<file path="config.mk">
export PLATFORM = sky130hd
export DESIGN_NAME = ecsq_rsqrt
export DESIGN_NICKNAME = d
export VERILOG_FILES = /design/src/rtl/core/ecsq_pkg.sv /design/src/rtl/core/ecsq_rsqrt.sv
export SDC_FILE = /design/constraint.sdc
export NUM_CORES = 1
export LEC_CHECK = 0
export BUFFER_PORTS_ARGS = -buffer_cell sky130_fd_sc_hd__buf_4
export CORE_UTILIZATION = 35
export DETAILED_ROUTE_END_ITERATION = 7
export SYNTH_ARGS = -nofsm -noshare
export SYNTH_HDL_FRONTEND = slang
export SYNTH_SLANG_ARGS = --single-unit
</file>
<file path="constraint.sdc">
create_clock -name i_clk -period 10.98 [get_ports i_clk]
set_input_delay 1.098 -clock i_clk [delete_from_list [all_inputs] [get_ports i_clk]]
set_output_delay 1.098 -clock i_clk [all_outputs]
set_load 0.01 [all_outputs]
</file>
<file path="src/rtl/core/ecsq_pkg.sv">
// Shared constants and codes for the ECN sojourn marking queue.
package ecsq_pkg;

    // Default physical queue depth in descriptors.
    localparam int QueueDepthDefault = 1024;

    // Fixed field widths.
    localparam int TimeW   = 48;
    localparam int RegW    = 24;
    localparam int BytesW  = 16;
    localparam int HandleW = 16;
    localparam int EcnW    = 2;
    localparam int DescW   = HandleW + BytesW + EcnW;
    localparam int MaxPktW = 11;
    localparam int MarkW   = 16;
    localparam int CfgIdxW = 3;

    // Result status codes.
    localparam logic [1:0] StatusAccepted  = 2'd0;
    localparam logic [1:0] StatusDropped   = 2'd1;
    localparam logic [1:0] StatusDelivered = 2'd2;
    localparam logic [1:0] StatusEmpty     = 2'd3;

    // Commands.
    localparam logic CmdEnqueue = 1'b0;
    localparam logic CmdDequeue = 1'b1;

    // ECN codepoints.
    localparam logic [1:0] EcnEct1 = 2'd1;
    localparam logic [1:0] EcnCe   = 2'd3;

    // Configuration register indexes.
    localparam logic [CfgIdxW-1:0] CfgLimitByPackets = 3'd0;
    localparam logic [CfgIdxW-1:0] CfgMaxPackets     = 3'd1;
    localparam logic [CfgIdxW-1:0] CfgMaxBytes       = 3'd2;
    localparam logic [CfgIdxW-1:0] CfgInstThreshold  = 3'd3;
    localparam logic [CfgIdxW-1:0] CfgInterval       = 3'd4;
    localparam logic [CfgIdxW-1:0] CfgTarget         = 3'd5;

    // Configuration reset values.
    localparam logic [MaxPktW-1:0] RstMaxPackets    = 11'd100;
    localparam logic [RegW-1:0]    RstMaxBytes      = 24'd150000;
    localparam logic [RegW-1:0]    RstInstThreshold = 24'd20000;
    localparam logic [RegW-1:0]    RstInterval      = 24'd100000;
    localparam logic [RegW-1:0]    RstTarget        = 24'd10000;

endpackage

</file>
<file path="src/rtl/core/ecsq_rsqrt.sv">
// Bit-serial unit for floor(sqrt(2^32 / count)), one result bit per cycle.
module ecsq_rsqrt (
    input  logic                        i_clk,
    input  logic                        i_rst_n,
    input  logic                        i_start,
    input  logic [ecsq_pkg::MarkW-1:0]  i_count,
    output logic                        o_done,
    output logic [ecsq_pkg::MarkW-1:0]  o_root
);

    // The root is the largest r with r*r*count <= 2^32. Squares are kept
    // incrementally: r*r*count in r_sq and r*count in r_rc.
    localparam logic [49:0] Limit = 50'h1_0000_0000;

    logic                       r_busy;
    logic                       r_done;
    logic [3:0]                 r_bit;
    logic [ecsq_pkg::MarkW-1:0] r_cnt;
    logic [ecsq_pkg::MarkW-1:0] r_root;
    logic [32:0]                r_sq;
    logic [31:0]                r_rc;
    logic [49:0]                cand;
    logic                       fits;

    // Trial square with the current bit set.
    always_comb begin
        cand = 50'(r_sq) + (50'(r_rc) << ({1'b0, r_bit} + 5'd1))
             + (50'(r_cnt) << {r_bit, 1'b0});
        fits = cand <= Limit;
    end

    always_ff @(posedge i_clk) begin
        if (!i_rst_n) begin
            r_busy <= 1'b0;
            r_done <= 1'b0;
        end else begin
            r_done <= 1'b0;
            if (i_start) begin
                r_busy <= 1'b1;
                r_bit  <= 4'd15;
                r_cnt  <= i_count;
                r_root <= '0;
                r_sq   <= '0;
                r_rc   <= '0;
            end else if (r_busy) begin
                if (fits) begin
                    r_root[r_bit] <= 1'b1;
                    r_sq          <= cand[32:0];
                    r_rc          <= r_rc + (32'(r_cnt) << r_bit);
                end
                if (r_bit == 4'd0) begin
                    r_busy <= 1'b0;
                    r_done <= 1'b1;
                end else begin
                    r_bit <= r_bit - 4'd1;
                end
            end
        end
    end

    assign o_done = r_done;
    assign o_root = r_root;

endmodule

</file>
==> metrics, run 1 <==
Synth Flop Type edfxtp_1; clock sink total 103; minimum clock period 8330 ps; Row Count 69; CTS Buf Count 9; Post-Synthesis Cells 1517; worst slack, placed 2830 ps; Total Routed Length 40000 um; share of cells above drive strength 1 0.0983; async set-reset flop share out of synthesis 0; Synth warnings 0; initial core utilization 0.356; Final #Nets 1639; initial antenna violation count 0; DRT antenna net count 0; 1st-pass router iterations 6; Starting DRT DRC Count 1203; Slew Limit Fails 0; Setup Fix Bufs, Post-CTS 0; TritonCTS clock tree done; Die Wd 192 um; Mean Syn Cell Area 8.35 um^2; status finished clean; PwrDens 195 nW/um^2; Core Region 35600 um^2; Root Driver clkbuf_16; post-CTS sizing 0; n_diodes 0; Pwr Total 2.65 mW; htree depth 3; dpl hpwl 31500 um; worst-path cell chain buf_4, inv_2, ha_2, mux4_2, nand2_1, nand2_1, mux2i_1, nor2_1, a41oi_1, fa_1, inv_1, ha_1, nand4_1, nor4_2, a32oi_2, nand2_1, xnor2_1, and3_2, nand4_1, o41ai_2, and4_1, nand4_1, o41ai_4, buf_4; post-layout util 0.381; die area 36900 um^2; Critical Path AT 8360 ps; CP startpoint kind register; # DRC 0; Worst-Skew Late Latency 400 ps; Critical Path Slowest Stage Cell ha_2; Critical Path Max Stage Delay 1010 ps; mapped cell area 12700 um^2; Worst Setup End Kind register; I/O pin count 36; Max Freq 120 MHz; Max Cap Violations 0; leakage power total 5.72 nW; largest net degree at the start of global routing 88; clock buffer depth 2; Die Y 192 um; Post-synth EDFFs 101; total gr overflow 0; clock transition at the registers of the reported paths 80 ps; RSZ-0062 raised after global routing no; Via density 5.94; # setup viols final 0; Setup TNS Final 0 ps; worst setup path class register to register; Period Utilization, post-route 0.759; final hold violations 0; via count 11.6k; Final GP Congestion 0.974; fill count 3691; Worst Skew 15.3 ps; Buf+Inv Stages, Crit Path 4; delay-heaviest family, CP adder cells; first-pass GRT wire length 62400 um; synthesized net count 1665; register area share after synthesis 0.243; CP max FO 52; total placed instance area 13200 um^2; worst hold path class register to register; number of global-route vias before repair 10.7k; synthesis-stage register bit count 103; worst vdd ir 0.103 mV; port bufs 35; Layout area overhead 7.16%; Final WS setup 2650 ps; Crit path required time 11010 ps; design area 13600 um^2; # hold bufs at CTS 0; slew margin rel. 0.300; Total GRT Usage 0.220; Worst-Margin Slew 1050 ps; Cell variety after synth 93; routed len/inst 20.4 um
==> worst min-delay path: cells and delay by family, from the launching register on <==
family | cells | cell delay (ps)
DFF | 1 | 320
and+or+nand+nor | 2 | 130
==> sequential cells by signal (all words and copies together) (netlist names) <==
register and flops:
r_busy 1, r_bit 4, r_sq 33, o_done 1, r_cnt 16, r_rc 32, o_root 16
==> final cells by class <==
class                           instances  area [um^2]  share of cell area
Multi-Input combinational cell       1290         9080               0.670
Inverter                               39          146              0.0108
Tap cell                              461          577              0.0425
Timing Repair Buffer                   48          360              0.0266
Clock inverter                          7          101             0.00747
Clock buffer                            9          225              0.0166
Sequential cell                       103         3070               0.227
==> metrics by stage <==
stage          cells  hold WS, ps
2_1_floorplan   1517          433
3_3_place_gp    1941          486
3_5_place_dp    1941          482
4_1_cts         1957          495
5_1_grt         1957          544
6_report        1957          498
==> report_power, final <==
| part | internal (mW) | switching [mW] |
|---|---|---|
| Sequential | 0.502 | 0.0377 |
| Clock | 0.167 | 0.193 |
| Combinational | 0.667 | 1.08 |
==> synthesized netlist by cell type, drive strengths merged (11+ instances only) <==
master / count / area (um^2)
a211oi: 22 / 195
a21o: 52 / 392
a21oi: 135 / 679
a31oi: 14 / 87.6
and2: 24 / 153
and3: 16 / 105
buf: 22 / 105
clkbuf: 62 / 264
edfxtp: 101 / 3030
fa: 35 / 701
ha: 94 / 1180
inv: 39 / 146
mux2: 12 / 135
mux2i: 46 / 460
mux4: 20 / 450
nand2: 168 / 631
nand2b: 16 / 100
nand3: 24 / 120
nand4: 11 / 68.8
nor2: 216 / 811
nor2b: 24 / 150
nor3: 29 / 145
o21a: 16 / 120
o21ai: 103 / 519
o22ai: 19 / 125
xnor2: 35 / 307
xor2: 31 / 272
==> final timing paths <==
| check | from | to | slack [ps] | cells after the start |
|---|---|---|---|---|
| max reg2reg | r_bit[1] | r_rc[10] | 2650 | 24 |
| min | r_busy | r_busy | 500 | 2 |
| max | r_bit[1] | r_rc[10] | 2650 | 24 |
| min reg2reg | r_busy | r_busy | 500 | 2 |
==> layer usage <==
layer / vias to the layer above / wire length [um] / track usage
li1: 5503 / - / -
met1: 5571 / 18000 / 0.302
met2: 491 / 18600 / 0.359
met3: 52 / 2640 / 0.0362
met4: 0 / 740 / 0.0539
met5: - / 0 / 0
==> layout by cell type (no fill, tap or decap), types with 16 or more instances in the layout <==
cell type and count:
a211oi_1 19, a21o_1 51, a21oi_1 134, and2_1 22, buf_4 48, edfxtp_1 101
fa_1 35, ha_1 93, inv_1 35, mux2i_1 46, mux4_2 20, nand2_1 168
nand2b_1 16, nand3_1 24, nor2_1 216, nor2b_1 24, nor3_1 29, o21a_1 16
o21ai_0 102, o22ai_1 18, xnor2_1 32, xor2_1 30
==> logic make-up (layout without fill, tap and decap cells) <==
logic type                 count (synthesis)  in the layout  synth area share
AOI/OAI and AO/OA                        458            458             0.237
and+or+nand+nor                          559            559             0.200
xor gates and xnor gates                  66             66            0.0457
buffers and inverters                    124            103            0.0433
adders and majority gates                129            129             0.148
DFF                                      103            103             0.243
muxes                                     78             78            0.0826
Note: power is estimated with default switching activity, not from simulation.
==> run 2, diff against run 1 <==
==> constraint.sdc (replaced) <==
create_clock -name i_clk -period 8.5 [get_ports i_clk]
set_input_delay 0.85 -clock i_clk [delete_from_list [all_inputs] [get_ports i_clk]]
set_output_delay 0.85 -clock i_clk [all_outputs]
set_load 0.01 [all_outputs]
==> run 2 against run 1 <==
Effect of this change:
- power is 30% higher
- count of clock-buffer cells in the layout grew 1
- clock power grew 23%
- sequential cell count did not move
- first-iteration DRC count rose by 2.5%
- critical path depth shrank 3
- critical path type unchanged
==> metrics, run 2 (synthesis results as in run 1) <==
minimum clock period 7600 ps; slew margin rel. 0.393; Top Registers r_sq (33), r_rc (32); clock transition at the registers of the reported paths 90 ps; dpl hpwl 32700 um; htree depth 3; Row Count 69; fill count 3654; # setup viols final 0; Period Utilization, post-route 0.894; routed len/inst 21.0 um; Starting DRT DRC Count 1233; Root Driver clkbuf_16; leakage power total 5.75 nW; CP max FO 41; commonest non-fill, non-tap cell in the layout nor2_1; post-CTS sizing 0; Via density 5.92; Max Freq 132 MHz; Total GRT Usage 0.229; via count 11.6k; commonest non-fill, non-tap cells in the layout nor2_1 (216), nand2_1 (167), a21oi_1 (134), o21ai_0 (102), edfxtp_1 (101); Die Y 192 um; status finished clean; worst vdd ir 0.121 mV; 1st-pass router iterations 5; largest reg by FF count r_sq; largest net degree at the start of global routing 54; Worst-Margin Slew 910 ps; Die Wd 192 um; Worst Setup End Kind register; Critical Path AT 7610 ps; worst slack, placed 1020 ps; Total Routed Length 41300 um; # hold bufs at CTS 0; n_diodes 0; Setup Fix Bufs, Post-CTS 0; DRT antenna net count 0; Final WS setup 904 ps; # DRC 0; worst hold path class register to register; max FFs per register 33; Layout area overhead 7.80%; CP startpoint kind register; final hold violations 0; Pwr Total 3.43 mW; PwrDens 252 nW/um^2; Worst Skew 13.8 ps; first-pass GRT wire length 64500 um; Slew Limit Fails 0; total gr overflow 0; number of global-route vias before repair 11.0k; Worst-Skew Late Latency 380 ps; die area 36900 um^2; I/O pin count 36; RSZ-0062 raised after global routing no; Final #Nets 1648; TritonCTS clock tree done; Final GP Congestion 0.948; share of cells above drive strength 1 0.104; worst setup path class register to register; initial antenna violation count 1; clock buffer depth 2; clock sink total 103; Crit path required time 8520 ps; port bufs 35; Core Region 35600 um^2; Max Cap Violations 0; CTS Buf Count 9; initial core utilization 0.356
==> run 2: changes by cell type in the layout (fill, tap and decap cells not counted), moves of 2 or more <==
cell	previous run	this run
buf_4	48	56
clkinv_8	4	1
inv_2	4	2
inv_8	1	3
==> run 2: path summary, 6_finish.rpt <==
check	to	cells past startpoint	from	slack (ps)
max	r_rc[12]	21	r_bit[0]	900
min	r_busy	2	r_busy	490
max reg2reg	r_rc[12]	21	r_bit[0]	900
min reg2reg	r_busy	2	r_busy	490
==> run 2: layout make-up <==
| class | count | area [um^2] | area share |
|---|---|---|---|
| tap | 461 | 577 | 0.0423 |
| timing repair buffer | 57 | 440 | 0.0323 |
| multi-input combinational | 1290 | 9110 | 0.668 |
| clock buffer | 10 | 229 | 0.0168 |
| clock inverter | 6 | 61.3 | 0.00449 |
| sequential | 103 | 3070 | 0.225 |
| inverter | 39 | 156 | 0.0115 |
==> run 2: critical path: stages (launching register included) <==
cell and delay (ps):
edfxtp_1 500, inv_8 140, ha_4 670, mux4_2 610, nand2_1 100, nand2_1 90
o21ai_0 610, nor2_1 150, fa_1 490, ha_1 400, nand4_1 220, a211oi_1 310
a21oi_1 150, o21ai_0 390, xnor2_1 210, and3_2 220, nand4_1 160, o41ai_2 430
and4_1 250, nand4_1 150, o41ai_4 420, buf_4 500
==> run 2: where the power goes <==
part / switching, mW / internal [mW] / total [mW]
clock: 0.236 / 0.208 / 0.444
sequential: 0.0474 / 0.649 / 0.696
combinational: 1.42 / 0.872 / 2.29
==> run 2: metal layers <==
metal | up-vias | wire length [um] | GRT usage
met1 | 5576 | 18600 | 0.319
met3 | 70 | 2610 | 0.0307
met5 | - | 0 | 0
met4 | 0 | 1200 | 0.0739
met2 | 457 | 18900 | 0.363
li1 | 5528 | - | -
==> run 2: stage by stage <==
stage	instance area [um^2]	cells	hold WS (ps)	utilization	setup TNS, ps
finish	13600	1966	491	0.384	0
global route	13600	1966	526	0.384	0
CTS	13600	1966	493	0.384	0
detailed placement	13400	1950	480	0.376	0
global placement	13400	1950	475	0.376	0
floorplan	12800	1517	433	-	-576
==> run 3, diff against run 2 <==
--- a/config.mk
+++ b/config.mk
@@ -5,6 +5,7 @@
 export SDC_FILE = /design/constraint.sdc
 export NUM_CORES = 1
 export LEC_CHECK = 0
+export ABC_AREA = 1
 export BUFFER_PORTS_ARGS = -buffer_cell sky130_fd_sc_hd__buf_4
 export CORE_UTILIZATION = 35
 export DETAILED_ROUTE_END_ITERATION = 7
==> run 3 against run 2 <==
Effect of this change:
- via count is 23% higher
- non-clock buffer count is 11 lower
- largest power group unchanged
- largest cell class unchanged
- sequential cell count stayed put
- combinational power is 7% lower
- critical path depth is 5 higher
- worst setup slack better by 280 ps
- clock power is 4% higher
- sequential share of layout area is 1.7 points lower
- clock skew hardly changed
- first-iteration DRC count is 2.4% higher
- worst hold slack better by 110 ps
- critical path type unchanged
==> metrics, run 3 <==
status finished clean; count leader, synth nand2_1; mapped cell area 13800 um^2; die area 40200 um^2; CP startpoint kind register; share of cells above drive strength 1 0.0626; # DRC 0; commonest non-fill, non-tap cell in the layout nand2_1; Final GP Congestion 1.06; CTS Buf Count 9; worst setup path class register to register; Worst-Margin Slew 944 ps; Root Driver clkbuf_16; Synth area leader edfxtp_1; Slew Limit Fails 0; largest net degree at the start of global routing 65; n_diodes 0; Setup Fix Bufs, Post-CTS 0; Post-synth EDFFs 101; simple-gate share of the synthesized area 0.348; clock buffer depth 2; top cell type's share of synthesized area 0.220; PwrDens 220 nW/um^2; largest reg by FF count r_sq; Via density 5.28; Synth Area in XOR/XNOR 0.0102; initial antenna violation count 0; # hold bufs at CTS 0; Max Cap Violations 0; slew margin rel. 0.370; 1st-pass router iterations 6; adder-cell share of the synthesized area 0.136; total gr overflow 0; fill count 4283; Period Utilization, post-route 0.861; RSZ-0062 raised after global routing no; first-pass GRT wire length 79800 um; Die Y 200 um; Die Wd 200 um; Mean Syn Cell Area 6.28 um^2; Synth area leaders edfxtp_1 (22%), nand2_1 (19%), ha_1 (8.5%); Post-Synthesis Cells 2194; TritonCTS clock tree done; Synth warnings 0; commonest non-fill, non-tap cells in the layout nand2_1 (705), inv_1 (284), nor2_1 (246), a21oi_1 (152), o21ai_0 (138); synthesized net count 2342; Top Registers r_sq (33), r_rc (32); commonest cells in the netlist nand2_1 (705), inv_1 (284), nor2_1 (246); leakage power total 7.32 nW; port bufs 35; I/O pin count 36; Total Routed Length 52100 um; worst vdd ir 0.0997 mV; Starting DRT DRC Count 1262; clock transition at the registers of the reported paths 80 ps; reg-to-reg startpoint r_bit[0]; Critical Path Start r_bit[0]; Max Freq 137 MHz; Worst-Skew Late Latency 380 ps; mux share of post-synthesis cell area 0.0167; Row Count 72; Min Hold Slack 598 ps; final hold violations 0; Cell variety after synth 56; htree depth 3; hold path start o_root[0]; initial core utilization 0.356; Critical Path AT 7380 ps; number of global-route vias before repair 13.7k; synthesis-stage register bit count 103; dpl hpwl 43400 um; Core Region 38700 um^2; Crit path required time 8560 ps; clock sink total 103; largest family of logic cells by synthesized area simple AND/OR/NAND/NOR gates; Synth Area in Compound Gates 0.156; minimum clock period 7320 ps; register area share after synthesis 0.223; routed len/inst 19.2 um; Worst Skew 13.3 ps; via count 14.3k; Total GRT Usage 0.257; Layout area overhead 7.30%; CP max FO 55; Final #Nets 2330; post-CTS sizing 0; async set-reset flop share out of synthesis 0; Setup TNS Final 0 ps; DRT antenna net count 0; max FFs per register 33; Synth Flop Type edfxtp_1; Worst Setup End Kind register; worst hold path class register to register; # setup viols final 0
## run 3: worst paths after layout
check	to	slack (ps)	cells after the start
worst max-delay path	r_rc[8]	1180	26
worst min-delay path	o_root[0]	600	2
worst max register to register	r_rc[8]	1180	26
worst min register to register	o_root[0]	600	2
## run 3: metal layers
layer / global-route usage / share of wire
met3: 0.0216 / 0.044
met4: 0.104 / 0.042
met2: 0.435 / 0.47
met5: 0 / 0
met1: 0.338 / 0.45
## run 3: final cells by class
cell class / count / area [um^2] / share of cell area
clock inverters: 7 / 91.3 / 0.00618
flip-flops and latches: 103 / 3070 / 0.208
clock buffers: 9 / 225 / 0.0152
well taps: 518 / 648 / 0.0439
repair buffers: 46 / 370 / 0.0251
inverters: 311 / 1170 / 0.0793
multi-input cells: 1711 / 9200 / 0.622
## run 3: where the power goes
| group | total [mW] | switching [mW] | internal (mW) | leakage, nW |
|---|---|---|---|---|
| Sequential | 0.663 | 0.0322 | 0.631 | 0.980 |
| Clock | 0.460 | 0.224 | 0.236 | 0.151 |
| Combinational | 2.13 | 1.48 | 0.651 | 6.19 |
## run 3: logic make-up after synthesis
family | count (synthesis)
AO/OA/AOI/OAI | 390
XOR/XNOR | 16
adder cells (fa/ha/maj) | 129
buffers and inverters | 380
flip-flops | 103
multiplexers | 23
AND/OR/NAND/NOR | 1153
## run 3: through the flow
stage / power [mW] / cell area (um^2) / instances / setup WS (ps) / utilization
global route: 3.52 / 14800 / 2705 / 683 / 0.382
finish: 3.26 / 14800 / 2705 / 1180 / 0.382
floorplan: 2.15 / 13800 / 2194 / 1390 / -
detailed placement: 2.76 / 14500 / 2689 / 1280 / 0.373
CTS: 3.23 / 14800 / 2705 / 1260 / 0.382
global placement: 2.77 / 14500 / 2689 / 1350 / 0.373
## run 3: critical path: stages (launching register included)
cell      delay (ps)
edfxtp_1         420
buf_4            470
ha_1             350
nor2_2            70
nor2_4           510
inv_2            420
o21ai_0          580
nand2_1           80
o21ai_0          230
o21ai_0          290
fa_1             510
ha_1             390
nand2_2          130
nor2_1           210
inv_1             90
nor2_1           170
inv_1            110
nor2_1           120
nand2_1          110
nand2_1          190
nand4_2          130
nand2_1           90
nand2_1           50
nand2_1           70
nand3_1          160
o21bai_4         630
buf_12           320
