$ cat src/rtl/core/ecsq_ram.sv
// Generic single-port-write, single-port-read RAM with registered read data.
module ecsq_ram #(
    parameter int WIDTH = 8,
    parameter int DEPTH = 16
) (
    input  logic                     i_clk,
    input  logic                     i_we,
    input  logic [$clog2(DEPTH)-1:0] i_waddr,
    input  logic [WIDTH-1:0]         i_wdata,
    input  logic                     i_re,
    input  logic [$clog2(DEPTH)-1:0] i_raddr,
    output logic [WIDTH-1:0]         o_rdata
);

    logic [WIDTH-1:0] r_mem [DEPTH];
    logic [WIDTH-1:0] r_rdata;

    // Write port and registered read port.
    always_ff @(posedge i_clk) begin
        if (i_we) begin
            r_mem[i_waddr] <= i_wdata;
        end
        if (i_re) begin
            r_rdata <= r_mem[i_raddr];
        end
    end

    assign o_rdata = r_rdata;

endmodule

$ cat config.mk
export PLATFORM = sky130hd
export DESIGN_NAME = ecsq_ram
export DESIGN_NICKNAME = d
export VERILOG_FILES = /design/src/rtl/core/ecsq_ram.sv
export SDC_FILE = /design/constraint.sdc
export NUM_CORES = 1
export LEC_CHECK = 0
export ABC_AREA = 1
export BUFFER_PORTS_ARGS = -buffer_cell sky130_fd_sc_hd__buf_2
export CORE_MARGIN = 2
export CORE_UTILIZATION = 43
export CTS_BUF_LIST = sky130_fd_sc_hd__clkbuf_2
export DETAILED_ROUTE_END_ITERATION = 10
export HOLD_SLACK_MARGIN = 0.12
export PLACE_DENSITY = 0.61
export SYNTH_ARGS = -nofsm -noshare
export SYNTH_HDL_FRONTEND = slang
export SYNTH_SLANG_ARGS = --single-unit
export TNS_END_PERCENT = 10
$ cat constraint.sdc
create_clock -name i_clk -period 1.69 [get_ports i_clk]
set_clock_uncertainty 0.2 [all_clocks]
set_input_delay 0.169 -clock i_clk [delete_from_list [all_inputs] [get_ports i_clk]]
set_output_delay 0.169 -clock i_clk [all_outputs]
set_load 0.005 [all_outputs]
==> run_results.csv, run 1 <==
group,metric,value,unit
setup_path,max_stage_delay,0.65,ns
synthesis,ys_types,11,
die,initial_core_util,0.442,
power,peakVddDrop,0.459,mV
setup_path,crit_slowest_cell,"dlygate4sd3_1",
placed_design,numPortBuffers,26,
timing,slew_headroom,0.572,
synthesis,synth_top_area_frac,0.698,
finish,stdcell_area,6660,sq um
setup_path,crit_chain,"dlygate4sd3_1 -> buf_2 -> inv_1 -> nand2_1 -> dlygate4sd3_1 -> nor2_1 -> buf_4",
timing,finalHoldViolCount,0,
global_route,antenna_found_initial,0,
clocking,clockRootBuffer,"clkbuf_2",
clocking,insertion_delay,0.70,ns
power,netSwitchingPower,1460,uW
status,violations,"setup timing",
power,combPwrFrac,0.084,
hold_path,hold_path_depth,2,
detailed_routing,num_vias,3847,
synthesis,synth_common_cells,"nand2_1 (173), edfxtp_1 (136), inv_1 (100), nand3_1 (97), nor2_1 (17)",
synthesis,synth-edff-count,136,
synthesis,ys_warn_count,0,
placed_design,dp_hpwl,8.10,mm
clocking,cts_max_level,4,
die,core,13200,sq um
detailed_routing,drc,0,
power,leakagePower,0.00289,uW
synthesis,synth_area_leader_cell,"edfxtp_1",
setup_path,start_kind,"primary input",
timing,max_freq,0.577,GHz
setup_path,worstSetupEndpointType,"flop",
die,fp.dieArea,14500,sq um
setup_path,arrival,1.95,ns
timing,worstMarginPinSlew,0.641,ns
clocking,cts_buffer_depth,2,
clocking,clk_pin_slew,0.19,ns
detailed_routing,wl,13.2,mm
detailed_routing,ant_nets,0,
power,power,5950,uW
setup_path,required,1.91,ns
synthesis,synth-seq-cells,136,
detailed_routing,drt_pass1_iterations,5,
finish,drive_gt1_frac,0.132,
setup_path,worstPathMaxFanout,8,
synthesis,yosys-top-cells-area,"edfxtp_1 (70%), nand2_1 (11%), nand3_1 (8.3%)",
global_route,use_met1,0.280,
synthesis,syn_inst,551,
setup_path,path_class,"in -> reg",
detailed_routing,vias_per_cell,4.77,
power,switching_share,0.245,
timing,setup_ws,-0.0419,ns
global_route,grt_pass1_wl,21.1,mm
clocking,cts_tree,"built",
detailed_routing,drt-initial-drc-count,325,
finish,syn2layout_area_growth,14.0,%
finish,final_net_count,637,
synthesis,synth_area,5850,sq um
global_route,top_usage_layer,"met2",
timing,maxSlewViolCount,0,
hold_path,hold_class,"in -> reg",
synthesis,synthFlopType,"edfxtp_1",
die,die_h,121,um
timing,finalSetupTns,-0.609,ns
clocking,clock_sinks,136,
power,seq_power_share,0.642,
run,cap_violations,0,
global_route,met2_usage,0.307,
timing,holdWs,0.217,ns
power,power_density,894,nW/um^2
die,die_w,121,um
setup_path,reg2reg_depth,6,
timing,setup_viol,27,
global_route,overflow,0,
die,rows,42,
synthesis,synth_nets,570,
timing,rsz0062_at_grt,"true",
status,outcome,"finished with violations",
global_route,grtUsageMet3,0.0528,
die,ioPinCount,27,
timing,fin_crit_sh,1.02,
placed_design,post-place-ws,0.0638,ns
synthesis,async_flop_share,0,
timing,final.min_clock_period,1.73,ns
power,p_int,4500,uW
global_route,grt_max_degree,37,
synthesis,synth.avg_cell_area,10.6,sq um
finish,num_antenna_cells,0,
clocking,cts_buffers,17,
power,pwr-share-clk,0.274,
global_route,grt_usage,0.200,
placed_design,placed_area,6250,sq um
synthesis,ys_seq_area_frac,0.698,
setup_path,cpMostUsedCell,"dlygate4sd3_1",
synthesis,synthMostInstantiatedCell,"nand2_1",
detailed_routing,wl_per_cell,16.4,um
placed_design,gp_congestion,0.866,
global_route,grt_pass1_vias,3848,
[layout make-up]
type	instances	area (sq um)
Fill cell	1242	6580
Inverter	102	383
Clock buffer	21	105
Timing Repair Buffer	72	572
Tap cell	176	220
Clock inverter	11	82.6
Multi-Input combinational cell	289	1220
Sequential cell	136	4080
[stage by stage]
stage / cells / utilization
2_1_floorplan: 551 / -
3_3_place_gp: 753 / 0.472
5_1_grt: 807 / 0.503
6_report: 807 / 0.503
3_5_place_dp: 753 / 0.472
4_1_cts: 807 / 0.503
[power groups by stage]
stage / Sequential (uW) / Combinational (uW) / Clock (uW)
global route: 3830 / 563 / 1830
finish: 3820 / 502 / 1630
CTS: 3820 / 506 / 1690
detailed placement: 3900 / 466 / 0
floorplan: 3890 / 266 / 0
global placement: 3890 / 461 / 0
[state kept, by name, indices dropped and copies added (netlist names)]
name / count
r_mem: 128
o_rdata: 8
[cell families (layout without fill, tap and decap cells)]
logic type / count (synthesis) / after routing / synth area share
buffers and inverters: 126 / 206 / 0.0939
flip-flops: 136 / 136 / 0.698
AND/OR/NAND/NOR: 289 / 289 / 0.208
[placed cells by master, fill, tap and decap left out]
cell type / count
clkinv_2: 6
bufinv_16: 1
nor2_2: 1
clkinv_1: 2
inv_2: 2
buf_6: 1
buf_4: 20
nand3b_1: 2
inv_1: 100
nand2_1: 173
nand3_1: 97
buf_2: 26
clkinvlp_4: 2
clkbuf_2: 21
dlygate4sd3_1: 22
edfxtp_1: 136
nor2_1: 16
buf_12: 3
[critical path, delay by kind of cell]
family,cells,cell delay (ns)
buffers and inverters,5,1.59
and+or+nand+nor,2,0.18
[worst paths after layout]
| path | from | endpoint | slack [ns] |
|---|---|---|---|
| worst min-delay path | i_wdata[7] | r_mem[14][7] | 0.22 |
| worst max-delay path | i_waddr[0] | r_mem[12][5] | -0.04 |
| worst max register to register | r_mem[9][1] | o_rdata[1] | 0.32 |
| worst min register to register | r_mem[12][5] | o_rdata[5] | 0.55 |
[per-layer routing]
layer  wire [um]  vias to the layer above
met2        6280                      112
met5           0                        -
met1        6030                     1807
li1            -                     1916
met3         758                       12
met4         144                        0
[repair_timing]
action	CTS	global route
resized for setup	0	2
setup buffers	0	0
hold buffers	22	0
setup endpoints to repair	6	15
endpoints found under the hold margin	272	0
Power figures use the tool's default switching activity.
==> run 2, diff against run 1 <==
--- a/config.mk
+++ b/config.mk
@@ -7,9 +7,11 @@
 export LEC_CHECK = 0
 export ABC_AREA = 1
 export BUFFER_PORTS_ARGS = -buffer_cell sky130_fd_sc_hd__buf_2
+export CORE_ASPECT_RATIO = 1.2
 export CORE_MARGIN = 2
 export CORE_UTILIZATION = 43
 export CTS_BUF_LIST = sky130_fd_sc_hd__clkbuf_2
+export CTS_CLUSTER_DIAMETER = 100
 export DETAILED_ROUTE_END_ITERATION = 10
 export HOLD_SLACK_MARGIN = 0.12
 export PLACE_DENSITY = 0.61
==> constraint.sdc (replaced) <==
create_clock -name i_clk -period 1.69 [get_ports i_clk]
set_clock_uncertainty 0.2 [all_clocks]
set_input_delay 0 -clock i_clk [delete_from_list [all_inputs] [get_ports i_clk]]
set_output_delay 0 -clock i_clk [all_outputs]
set_load 0.005 [all_outputs]
==> run 2 against run 1 <==
Against the previous run: the flow now finishes without violations; routed wire length up 6.4%; sequential share of layout area fell by 1.1 points; core utilization grew 0.92 points; hold slack worse by 0.012 ns; non-clock buffer count up 7; sequential power hardly changed; critical path depth unchanged; die area is essentially flat; final cell count stayed put; combinational power grew 4.4%; critical endpoint is now r_mem[9][3].
==> run_results.csv, run 2 (synthesis results as in run 1) <==
group,metric,value,unit
setup_path,required,1.89,ns
clocking,clockRootBuffer,"clkbuf_2",
setup_path,crit_chain,"dlygate4sd3_1 -> buf_2 -> inv_1 -> nand2_1 -> dlygate4sd3_1 -> nor2_1 -> buf_4",
detailed_routing,drt-initial-drc-count,283,
setup_path,cpMostUsedCell,"dlygate4sd3_1",
placed_design,dp_hpwl,8.62,mm
finish,most-common-layout-cells,"nand2_1 (173), edfxtp_1 (136), inv_1 (100)",
timing,rsz0062_at_grt,"false",
detailed_routing,vias_per_cell,5.01,
die,ioPinCount,27,
timing,final.min_clock_period,1.60,ns
finish,multi_input_area,1210,sq um
global_route,antenna_found_initial,1,
power,combPwrFrac,0.083,
power,leakagePower,0.00292,uW
setup_path,arrival,1.80,ns
timing,fin_crit_sh,0.948,
clocking,insertion_delay,0.69,ns
timing,worstMarginPinSlew,0.816,ns
power,seq_power_share,0.608,
power,netSwitchingPower,1510,uW
global_route,grt_usage,0.202,
die,initial_core_util,0.442,
setup_path,start_kind,"primary input",
setup_path,path_class,"in -> reg",
timing,maxSlewViolCount,0,
placed_design,gp_congestion,0.876,
power,peakVddDrop,0.445,mV
detailed_routing,num_vias,4041,
finish,register_area,4080,sq um
die,rows,46,
finish,fill_cells,1241,
detailed_routing,drc,0,
timing,slew_headroom,0.454,
status,outcome,"completed",
clocking,cts_max_level,4,
clocking,cts_buffers,17,
run,cap_violations,0,
die,core,13200,sq um
finish,syn2layout_area_growth,16.0,%
finish,final_common_cell,"nand2_1",
global_route,grt_pass1_vias,4114,
power,power_density,927,nW/um^2
timing,setup_viol,0,
die,fp.dieArea,14500,sq um
timing,max_freq,0.624,GHz
timing,finalSetupTns,0,ns
setup_path,worstSetupEndpointType,"flop",
clocking,cts_tree,"built",
die,die_w,110,um
global_route,grt_max_degree,65,
setup_path,worstPathMaxFanout,8,
clocking,clk_pin_slew,0.17,ns
placed_design,numPortBuffers,26,
global_route,grt_pass1_wl,22.3,mm
detailed_routing,ant_nets,0,
finish,largest_register_ffs,128,
detailed_routing,wl,14.1,mm
setup_path,max_stage_delay,0.63,ns
clocking,cts_buffer_depth,2,
power,p_int,4780,uW
detailed_routing,wl_per_cell,17.4,um
finish,drive_gt1_frac,0.124,
finish,largest-register,"r_mem",
clocking,clock_sinks,136,
setup_path,cp_top_family,"buffers and inverters",
hold_path,hold_class,"in -> reg",
timing,holdWs,0.205,ns
detailed_routing,drt_pass1_iterations,4,
die,die_h,132,um
power,switching_share,0.240,
setup_path,path_buf_inv,5,
global_route,overflow,0,
power,pwr-share-clk,0.309,
timing,finalHoldViolCount,0,
setup_path,crit_slowest_cell,"dlygate4sd3_1",
finish,final_net_count,644,
[run 2: cell count changes in the layout (fill, tap and decap cells not counted)]
| cell | change |
|---|---|
| clkinvlp_4 | +2 |
| nor2_2 | -1 |
| nor2_1 | +1 |
| clkinv_1 | +1 |
| dlygate4sd3_1 | +9 |
| buf_4 | -1 |
| clkinv_4 | +1 |
| clkbuf_2 | -4 |
| buf_6 | -1 |
| clkinv_2 | -2 |
| diode_2 | +1 |
| bufinv_16 | +2 |
[run 2: final timing paths]
check,startpoint,end,slack (ns),cells after the start
setup / recovery,i_waddr[1],r_mem[9][3],0.09,7
hold / removal,i_raddr[2],o_rdata[3],0.20,5
setup reg to reg,r_mem[5][3],o_rdata[3],0.33,6
hold reg to reg,r_mem[14][7],o_rdata[7],0.61,6
[run 2: power by group through the flow]
stage	logic (uW)	registers [uW]	clock network, uW
after floorplan	266	3890	0
after global placement	461	3890	0
after detailed placement	468	3900	0
after CTS	527	3820	2000
after global routing	577	3830	2130
final	524	3820	1940
[run 2: cell type report]
| class | instances | area share |
|---|---|---|
| Antenna cell | 1 | 0.000369 |
| Clock buffer | 17 | 0.0125 |
| Clock inverter | 15 | 0.0236 |
| Inverter | 102 | 0.0565 |
| Multi-Input combinational cell | 289 | 0.179 |
| Sequential cell | 136 | 0.602 |
| Tap cell | 168 | 0.0310 |
| Timing Repair Buffer | 79 | 0.0948 |
[run 2: through the flow]
stage	worst slack [ns]	instances	total power [uW]	instance area, sq um	utilization
global placement	0.311	743	4350	6220	0.470
global route	0.101	807	6530	6780	0.512
finish	0.0875	807	6290	6780	0.512
CTS	0.165	806	6340	6780	0.512
floorplan	0.539	551	4160	5850	-
detailed placement	0.293	743	4360	6220	0.470
[run 2: tightest hold or removal path: cells and delay by family]
family / cells / cell delay [ns]
buf+inv: 2 / 0.72
simple gates: 3 / 0.26
[run 2: per-layer routing]
layer  vias up  track usage  share of wire
met2       136        0.324           0.49
met1      1944        0.268           0.44
met3        30       0.0451          0.049
met5         -            0              0
li1       1931            -              -
met4         0       0.0840          0.029
[run 2: repair_timing]
action | in CTS | in global routing
endpoints found under the hold margin | 272 | 0
buffers inserted | 0 | 0
hold buffers | 31 | 0
resized for setup | 0 | 0
==> run 3, diff against run 2 <==
--- a/config.mk
+++ b/config.mk
@@ -5,7 +5,6 @@
 export SDC_FILE = /design/constraint.sdc
 export NUM_CORES = 1
 export LEC_CHECK = 0
-export ABC_AREA = 1
 export BUFFER_PORTS_ARGS = -buffer_cell sky130_fd_sc_hd__buf_2
 export CORE_ASPECT_RATIO = 1.2
 export CORE_MARGIN = 2
@@ -18,4 +17,4 @@
 export SYNTH_ARGS = -nofsm -noshare
 export SYNTH_HDL_FRONTEND = slang
 export SYNTH_SLANG_ARGS = --single-unit
-export TNS_END_PERCENT = 10
+export TNS_END_PERCENT = 50
==> run 3 against run 2 <==
Against the previous run: sequential power about the same; critical path type is now reg -> reg; register-to-register slack got worse by 0.27 ns; area after synthesis decreased by 11%; critical endpoint is now o_rdata[4]; final cell count decreased by 38%; power increased by 1.7%; global-route usage decreased by 2.3 points; critical path depth decreased by 4; die area decreased by 10%; clock-buffer cell count increased by 1; worst setup slack got worse by 0.025 ns; largest cell class unchanged.
==> run_results.csv, run 3 <==
group,metric,value,unit
setup_path,path_class,"reg -> reg",
timing,rsz0062_at_grt,"true",
detailed_routing,vias_per_cell,5.14,
hold_path,worstHoldStart,"i_waddr[0]",
synthesis,yosys-top-cells-area,"edfxtp_1 (78%), mux4_2 (7.8%), mux4_1 (7.0%)",
clocking,insertion_delay,0.66,ns
setup_path,required,1.92,ns
finish,largest_register_ffs,128,
setup_path,crit_slowest_cell,"mux4_1",
detailed_routing,num_vias,2573,
clocking,clock_sinks,136,
synthesis,syn_inst,229,
detailed_routing,drc,0,
run,cap_violations,0,
clocking,cts_buffers,17,
synthesis,synth.avg_cell_area,22.8,sq um
setup_path,setup.worst_path.start,"r_mem[8][4]",
synthesis,async_flop_share,0,
clocking,cts_buffer_depth,2,
timing,finalHoldViolCount,0,
finish,final_util,0.529,
global_route,grt_pass1_vias,2766,
setup_path,start_kind,"flop",
detailed_routing,ant_nets,0,
placed_design,placed_area,5730,sq um
die,die_w,105,um
finish,most-common-layout-cells,"edfxtp_1 (136), dlygate4sd3_1 (33), buf_2 (26), buf_4 (26), mux4_2 (21)",
synthesis,ys_seq_area_frac,0.781,
timing,holdWs,0.247,ns
synthesis,synth-seq-cells,136,
detailed_routing,wl_met3,590,um
clocking,clk_pin_slew,0.20,ns
detailed_routing,top_layer_used,"met4",
synthesis,synthMostInstantiatedCell,"edfxtp_1",
placed_design,numPortBuffers,26,
die,fp.dieArea,13100,sq um
synthesis,synth_area,5230,sq um
detailed_routing,drt-initial-drc-count,186,
finish,final_net_count,345,
clocking,cts_max_level,4,
synthesis,synth-edff-count,136,
synthesis,synth_area_leader_cell,"edfxtp_1",
detailed_routing,wl_met1,4.63,mm
global_route,overflow,0,
finish,final_common_cell,"edfxtp_1",
detailed_routing,wl,10.9,mm
timing,fin_crit_sh,0.963,
setup_path,max_stage_delay,0.51,ns
timing,worstMarginPinSlew,0.543,ns
global_route,grt_usage,0.179,
synthesis,ys_types,18,
detailed_routing,drt_pass1_iterations,4,
clocking,cts_tree,"built",
setup_path,reg2reg_depth,3,
synthesis,ys_warn_count,0,
die,ioPinCount,27,
status,outcome,"completed",
setup_path,worstPathMaxFanout,1,
setup_path,crit_chain,"mux4_1 -> a22oi_2 -> nand2_1",
finish,drive_gt1_frac,0.330,
setup_path,arrival,1.85,ns
timing,slew_headroom,0.636,
power,power_density,1010,nW/um^2
detailed_routing,met2_wirelength,5.55,mm
setup_path,r2r_start,"r_mem[8][4]",
global_route,antenna_found_initial,1,
placed_design,gp_congestion,0.699,
clocking,clockRootBuffer,"clkbuf_2",
die,core,12000,sq um
synthesis,synth_top_area_frac,0.781,
finish,largest-register,"r_mem",
timing,maxSlewViolCount,0,
hold_path,hold_class,"in -> reg",
power,peakVddDrop,0.521,mV
synthesis,synth_nets,248,
setup_path,worstSetupEndpointType,"flop",
global_route,grt_max_degree,17,
timing,final.min_clock_period,1.63,ns
synthesis,synth_common_cells,"edfxtp_1 (136), mux4_2 (18), a22oi_1 (16), mux4_1 (14), nor2_1 (13)",
power,leakagePower,0.00216,uW
timing,setup_viol,0,
timing,max_freq,0.614,GHz
hold_path,hold_path_depth,4,
die,die_h,125,um
finish,syn2layout_area_growth,21.5,%
synthesis,synthFlopType,"edfxtp_1",
placed_design,dp_hpwl,6.98,mm
finish,stdcell_area,6350,sq um
detailed_routing,wl_per_cell,21.7,um
global_route,grt_pass1_wl,16.5,mm
die,rows,44,
die,initial_core_util,0.436,
-- run 3: cell types whose count changed after synthesis, moves of 10 or more --
| cell | change |
|---|---|
| nand2_1 | -164 |
| buf_2 | -10 |
| mux4_2 | +18 |
| inv_1 | -100 |
| a22oi_1 | +16 |
| mux4_1 | +14 |
| nand3_1 | -96 |
-- run 3: layout make-up --
class                      count  area [sq um]
antenna                        1          2.50
clock buffer                  18          90.1
clock inverter                14           199
fill                         988          5650
multi-input combinational     83          1060
sequential                   136          4080
tap                          161           201
timing repair buffer          88           716
-- run 3: critical path, delay by kind of cell, from the launching register on --
| kind | cells | cell delay [ns] |
|---|---|---|
| AND/OR/NAND/NOR | 1 | 0.07 |
| multiplexers | 1 | 0.51 |
| AO/OA/AOI/OAI | 1 | 0.22 |
| flip-flops | 1 | 0.40 |
-- run 3: worst paths after layout --
kind                                    end  slack [ns]
worst max register to register   o_rdata[4]        0.06
worst min-delay path            r_mem[8][2]        0.25
worst min register to register   o_rdata[5]        0.58
worst max-delay path             o_rdata[4]        0.06
-- run 3: timing repair --
item | in CTS | in global routing
endpoints found under the hold margin | 272 | 0
gates resized for setup | 0 | 5
setup endpoints to repair | 0 | 4
setup buffers | 0 | 0
hold buffers | 33 | 0
-- run 3: through the flow --
step / cells / setup TNS, ns / worst slack, ns / total power (uW)
5_1_grt: 501 / -0.00609 / -0.00609 / 6630
6_report: 501 / 0 / 0.0622 / 6390
2_1_floorplan: 229 / 0 / 0.179 / 4080
3_3_place_gp: 435 / -0.0776 / -0.0455 / 4250
3_5_place_dp: 435 / -0.111 / -0.0434 / 4260
4_1_cts: 500 / 0 / 0.0245 / 6450
-- run 3: routing by layer --
metal / up-vias / track usage
li1: 1177 / -
met1: 1309 / 0.233
met2: 77 / 0.300
met3: 10 / 0.0408
met4: 0 / 0.0612
met5: - / 0
-- run 3: cells by family (layout without fill, tap and decap cells) --
| family | count (synthesis) | in the layout | synth area share |
|---|---|---|---|
| flip-flops | 136 | 136 | 0.781 |
| AND/OR/NAND/NOR | 35 | 35 | 0.0314 |
| multiplexers | 32 | 32 | 0.148 |
| AO/OA/AOI/OAI | 16 | 16 | 0.0230 |
| buffers and inverters | 10 | 120 | 0.0165 |
| other | 0 | 1 | 0 |
-- run 3: power breakdown --
part / total, uW / internal (uW) / switching (uW) / leakage [uW]
combinational: 424 / 212 / 212 / 0.000766
sequential: 3820 / 3800 / 21.0 / 0.00124
clock: 2150 / 989 / 1160 / 0.000157
total: 6390 / 5000 / 1400 / 0.00216
